### src/rtl/core/ewpa_pkg.sv
// shared types, constants and register codes of the power allocation block
package ewpa_pkg;

   localparam int unsigned MOTOR_COUNT = 4;
   localparam int unsigned WORD_W = 32;
   localparam int unsigned TOTAL_W = 34;
   localparam int unsigned RESERVE_W = 30;
   localparam int unsigned ALPHA_W = 16;
   localparam int unsigned CSR_INDEX_W = 3;
   localparam int unsigned DIV_STEPS = 32;

   // register indexes of the csr port
   localparam logic [CSR_INDEX_W-1:0] CSR_COMP_ENABLE = 3'd0;
   localparam logic [CSR_INDEX_W-1:0] CSR_COMP_ALPHA = 3'd1;
   localparam logic [CSR_INDEX_W-1:0] CSR_SMALL_THRESHOLD = 3'd2;
   localparam logic [CSR_INDEX_W-1:0] CSR_RESERVE_BORDER = 3'd3;
   localparam logic [CSR_INDEX_W-1:0] CSR_RESERVE_PER_MOTOR = 3'd4;

   // how the limits of one item are formed
   typedef enum logic [1:0] {
      MODE_ZERO    = 2'd0,
      MODE_EQUAL   = 2'd1,
      MODE_PROP    = 2'd2,
      MODE_RESERVE = 2'd3
   } mode_type;

   // configuration seen by the datapath
   typedef struct packed {
      logic                 comp_enable;
      logic [ALPHA_W-1:0]   comp_alpha;
      logic [WORD_W-1:0]    small_error_threshold;
      logic [WORD_W-1:0]    reserve_border;
      logic [RESERVE_W-1:0] reserve_per_motor;
   } cfg_type;

   // one item inside the divider pipeline
   typedef struct packed {
      mode_type                                mode;
      logic [WORD_W-3:0]                       quarter;
      logic [TOTAL_W-1:0]                      divisor;
      logic [MOTOR_COUNT-1:0][TOTAL_W-1:0]     rem;
      logic [MOTOR_COUNT-1:0][WORD_W-1:0]      acc;
   } div_item_type;

endpackage

### src/rtl/core/ewpa_div_stage.sv
// one restoring division step for all four motor lanes
module ewpa_div_stage (
   input  logic                   clock,
   input  logic                   reset,
   input  logic                   in_valid,
   output logic                   in_ready,
   input  ewpa_pkg::div_item_type in_item,
   output logic                   out_valid,
   input  logic                   out_ready,
   output ewpa_pkg::div_item_type out_item
);
   import ewpa_pkg::*;

   logic         valid_ff;
   div_item_type item_ff, item_in;
   logic [TOTAL_W:0] trial [MOTOR_COUNT];
   logic         ge [MOTOR_COUNT];

   assign in_ready = !valid_ff || out_ready;

   // shift in the next numerator bit, subtract the divisor where it fits
   always_comb begin
      item_in = in_item;
      for (int i = 0; i < MOTOR_COUNT; i++) begin
         trial[i] = {in_item.rem[i], in_item.acc[i][WORD_W-1]};
         ge[i] = trial[i] >= {1'b0, in_item.divisor};
         item_in.rem[i] = ge[i] ? TOTAL_W'(trial[i] - {1'b0, in_item.divisor})
                                : trial[i][TOTAL_W-1:0];
         item_in.acc[i] = {in_item.acc[i][WORD_W-2:0], ge[i]};
      end
   end

   always_ff @(posedge clock) begin
      if (reset) begin
         valid_ff <= 1'b0;
      end else if (in_ready) begin
         valid_ff <= in_valid;
      end
   end

   always_ff @(posedge clock) begin
      if (in_ready) begin
         item_ff <= item_in;
      end
   end

   assign out_valid = valid_ff;
   assign out_item = item_ff;

endmodule

### config.mk
export PLATFORM = sky130hd
export DESIGN_NAME = ewpa_div_stage
export DESIGN_NICKNAME = d
export VERILOG_FILES = /design/src/rtl/core/ewpa_pkg.sv /design/src/rtl/core/ewpa_div_stage.sv
export SDC_FILE = /design/constraint.sdc
export NUM_CORES = 1
export LEC_CHECK = 0
export ABC_AREA = 1
export BUFFER_PORTS_ARGS = -buffer_cell sky130_fd_sc_hd__clkbuf_2
export CAP_MARGIN = 20
export CORE_AREA = 3 3 259 261
export DETAILED_ROUTE_END_ITERATION = 10
export DIE_AREA = 0 0 262 264
export PLACE_DENSITY_LB_ADDON = 0.2
export SYNTH_ARGS = -nofsm -noshare
export SYNTH_HDL_FRONTEND = slang
export SYNTH_SLANG_ARGS = --single-unit
### constraint.sdc
create_clock -name clock -period 24.5 [get_ports clock]
set_clock_uncertainty 0.1 [all_clocks]
set_input_delay 4.9 -clock clock [delete_from_list [all_inputs] [get_ports clock]]
set_output_delay 4.9 -clock clock [all_outputs]
set_load 0.005 [all_outputs]
### Word-level counts from Yosys, hierarchy flattened

Cells that the tools add are included.

* input bits: 334
* output and inout bits: 332
* bits in registers: 331

* add/subtract/negate cells: 4
* muxes and demuxes: 4
* reductions and logical operators: 2
* magnitude comparators: 4

Operators with widths (count)
* $ge A35 B34 Y1: 4
* $mux W34: 4
* $sub A34 B34 Y34: 4
* $logic_not A1 Y1: 1
* $logic_or A1 B1 Y1: 1

### Depth between registers and ports, before layout

* depth in word-level cells: 2
* depth in mapped cells: 17
* depth with buffers taken out: 15

### Least setup slack after synthesis

Ideal clock, no wire load.

* path kind: input to output
* start: input out_ready
* end: output in_ready
* path slack: 7.588 ns
* stages: 2
* data required time: 19.500 ns
* arrival time: 11.912 ns
* buffers on the path: 0
* cell sequence: inv_1 -> nand2_1

* longest elaborated chain between the ends: 1

Ends and longest elaborated chain
* start, declared: line ewpa_div_stage.sv:9 `input logic out_ready,`
* $logic_or A1 B1 Y1: line ewpa_div_stage.sv:19 `assign in_ready = !valid_ff || out_ready;`
* end, declared: line ewpa_div_stage.sv:6 `output logic in_ready,`

No other way between the ends.

### Worst setup path after layout

Ends and elaborated chain as after synthesis.

==> metrics.md <==
| Metric | Value |
|---|---|
| Status | `finished clean` |
| Clk pin slew, worst setup/hold paths | `roughly 0.060 ns` |
| Largest net degree at the start of global routing | `132` |
| Hold Path End | `out_valid` |
| Clk Tree Root Cell | `clkbuf_16` |
| Core ar. | `roughly 65000 um2` |
| Chip width | `262 um` |
| Clock insertion delay at the later pin of the skew report | `0.56 ns` |
| Final Core Density | `0.422` |
| RR Startpoint | `out_valid` |
| Initial Util | `0.337` |
| Final-report hold violation count | `0` |
| Post-cts gate resize count | `0` |
| Max-slew violation count | `0` |
| R2R Path End | `out_item[51]` |
| DP Wirelength | `73900 um` |
| Initial antenna violation count | `9` |
| Final wirelength | `91800 um` |
| Synth top area share | `0.454` |
| Final non-filler cell total | `4377` |
| Setup Viol. Count Final | `0` |
| Hold_ws | `0.884 ns` |
| Design area | `around 27000 um2` |
| Crit path max fanout | `35` |
| RSZ-0062 raised after global routing | `false` |
| Syn-to-layout area delta | `25.3%` |
| Measured slew at the worst slew-check pin | `between 1 and 1.5 ns` |
| Syn_area_per_cell | `7.79 um2` |
| Chip Height | `264 um` |
| Worst Setup SP | `out_ready` |
| Critical Path AT | `5.67 ns` |
| Fin crit period | `10.67 ns` |
| Worst Setup End Kind | `output pin` |
| First-pass GRT wire length | `130000 um` |
| Post-Syn Area | `around 22000 um2` |
| Pwr Total | `between 1.5 and 2 mW` |
| Crit path kind | `primary input to output pin` |
| Routed vias | `20600` |
| Detail Route Antenna Nets | `0` |
| First-pass DRT Iterations | `6` |
| # fillers | `6917` |
| PortBufs | `between 600 and 700` |
| Total gr overflow | `0` |
| Reg2reg setup slack | `approximately 21 ns` |
| CTS Buf Count | `40` |
| Placed Instances | `4299` |
| IO Count | `about 670` |
| Max Clk Rate | `93.7 MHz` |
| TritonCTS clock tree | `done` |
| Synth cell types | `34` |
| Startpoint class of the critical path | `primary input` |
| Die footprint | `69200 um2` |
| Crit share post-route | `0.436` |
| Nets | `3960` |
| Vias in the first global route | `19800` |
| Ys Warns | `0` |
| PwrDens | `65.9 nW/um2` |
| Syn Nets | `3273` |
| CTS Hold Buffers Added | `0` |
| Via density | `4.71` |
| Final Wtd Congestion | `0.940` |
| Setup TNS | `0 ns` |
| GR Util All Layers | `0.258` |
| Clock sink count | `between 300 and 400` |
| Clock buffer depth | `3` |
| Row count | `between 90 and 100` |
| Synth area leader | `edfxtp_1` |
| Hold_sp | `out_valid` |
| LEAKAGE | `approximately 15 nW` |
| Initial DRC count | `1594` |
| Sequential fraction of the synthesis area | `0.455` |
| Max cap viols | `0` |
| Setup WS pre-CTS | `roughly 14 ns` |
| Hold Path Stages | `2` |
| Wire length per cell | `between 20 and 25 um` |
| Post-CTS Setup Bufs | `0` |
| Seq cells post-synth | `331` |
| Worst VDD drop | `40.9 uV` |
| Critical Path RT | `19.50 ns` |
| Placed cell areas | `26000 um2` |
| Largest cells by area after synthesis | `edfxtp_1 (45%), nand2_1 (20%), ha_1 (7.8%)` |
| Final setup margin | `between 10 and 15 ns` |
| Cell count of the worst reg-to-reg path | `4` |
| CTS H-Tree Depth | `2` |
| Syn Inst Count | `approximately 2800` |
| Slew headroom | `0.319` |
| Number of remaining DRC errors | `0` |
| Hold Crit Class | `flop to flop` |
| Share of cells above drive strength 1 | `0.229` |
power breakdown:
part	switching, mW	internal [mW]	leakage (nW)
clock	0.253	0.356	0.641
combinational	0.300	0.161	10.4
sequential	0.0215	0.707	3.44
total	0.575	1.22	14.5
layout by cell type (no fill, tap or decap), drive strengths merged:
master	Yosys	routed
nand2	1186	1186
clkbuf	0	711
inv	435	437
edfxtp	330	330
nor2	235	235
nand3	137	137
ha	136	136
a21oi	113	113
xor2	63	63
o21ai	50	50
nand3b	27	27
nor3	22	22
clkinv	0	18
nand4	13	13
o21bai	8	8
xnor2	8	8
diode	0	5
bufinv	0	5
buf	25	5
fa	4	4
or2	3	3
and3	2	2
clkinvlp	0	2
o211ai	1	1
dfxtp	1	1
how the worst max path moves through the flow:
stage	to	depth (start not counted)	slack, ns
after global routing	in_ready	4	13.79
after CTS	in_ready	4	13.83
after detailed placement	in_ready	4	13.83
final	in_ready	4	13.83
after global placement	in_ready	4	13.84
after floorplan	in_ready	2	7.59
registers in the layout (all words and copies together), names as in the netlist:
name / cells
out_item: 330
out_valid: 1
cells in the mapped netlist (all sizes together):
cell / count
nand3b: 27
nor2: 235
o21bai: 8
dfxtp: 1
or2: 3
o21ai: 50
a21oi: 113
ha: 136
nand3: 137
nor3: 22
edfxtp: 330
buf: 25
nand2: 1186
xor2: 63
and3: 2
xnor2: 8
inv: 435
nand4: 13
o211ai: 1
fa: 4
routing by layer:
metal  GRT usage  up-vias  wire length, um
li1            -    10300                -
met5           0        -               32
met2       0.428      752            42400
met1       0.328     9475            38400
met4      0.0921        6             3640
met3      0.0566      122             7320
final cells by class:
cell class              instances  area [um2]  share of cell area
inverters                     435        1650              0.0604
well taps                     855        1070              0.0392
repair buffers                670        3380               0.124
clock buffers                  46        1020              0.0375
clock inverters                27         304              0.0111
diodes                          5        12.5            0.000458
flip-flops and latches        331        9930               0.363
multi-input cells            2008        9950               0.364
cell families (layout without fill, tap and decap cells):
logic type	after synthesis	after routing	synth area share
compound gates	172	172	0.0409
other cells	0	5	0
fa+ha+maj	140	140	0.0817
flops	331	331	0.455
xor+xnor	71	71	0.0285
buf+inv	460	1178	0.0885
simple gates	1625	1625	0.305
worst max-delay path, cell delays in order:
cell and delay (ns):
clkbuf_2 0.07, inv_1 0.05, nand2_4 0.43, clkbuf_2 0.22
Note: power is estimated with default switching activity, not from simulation.
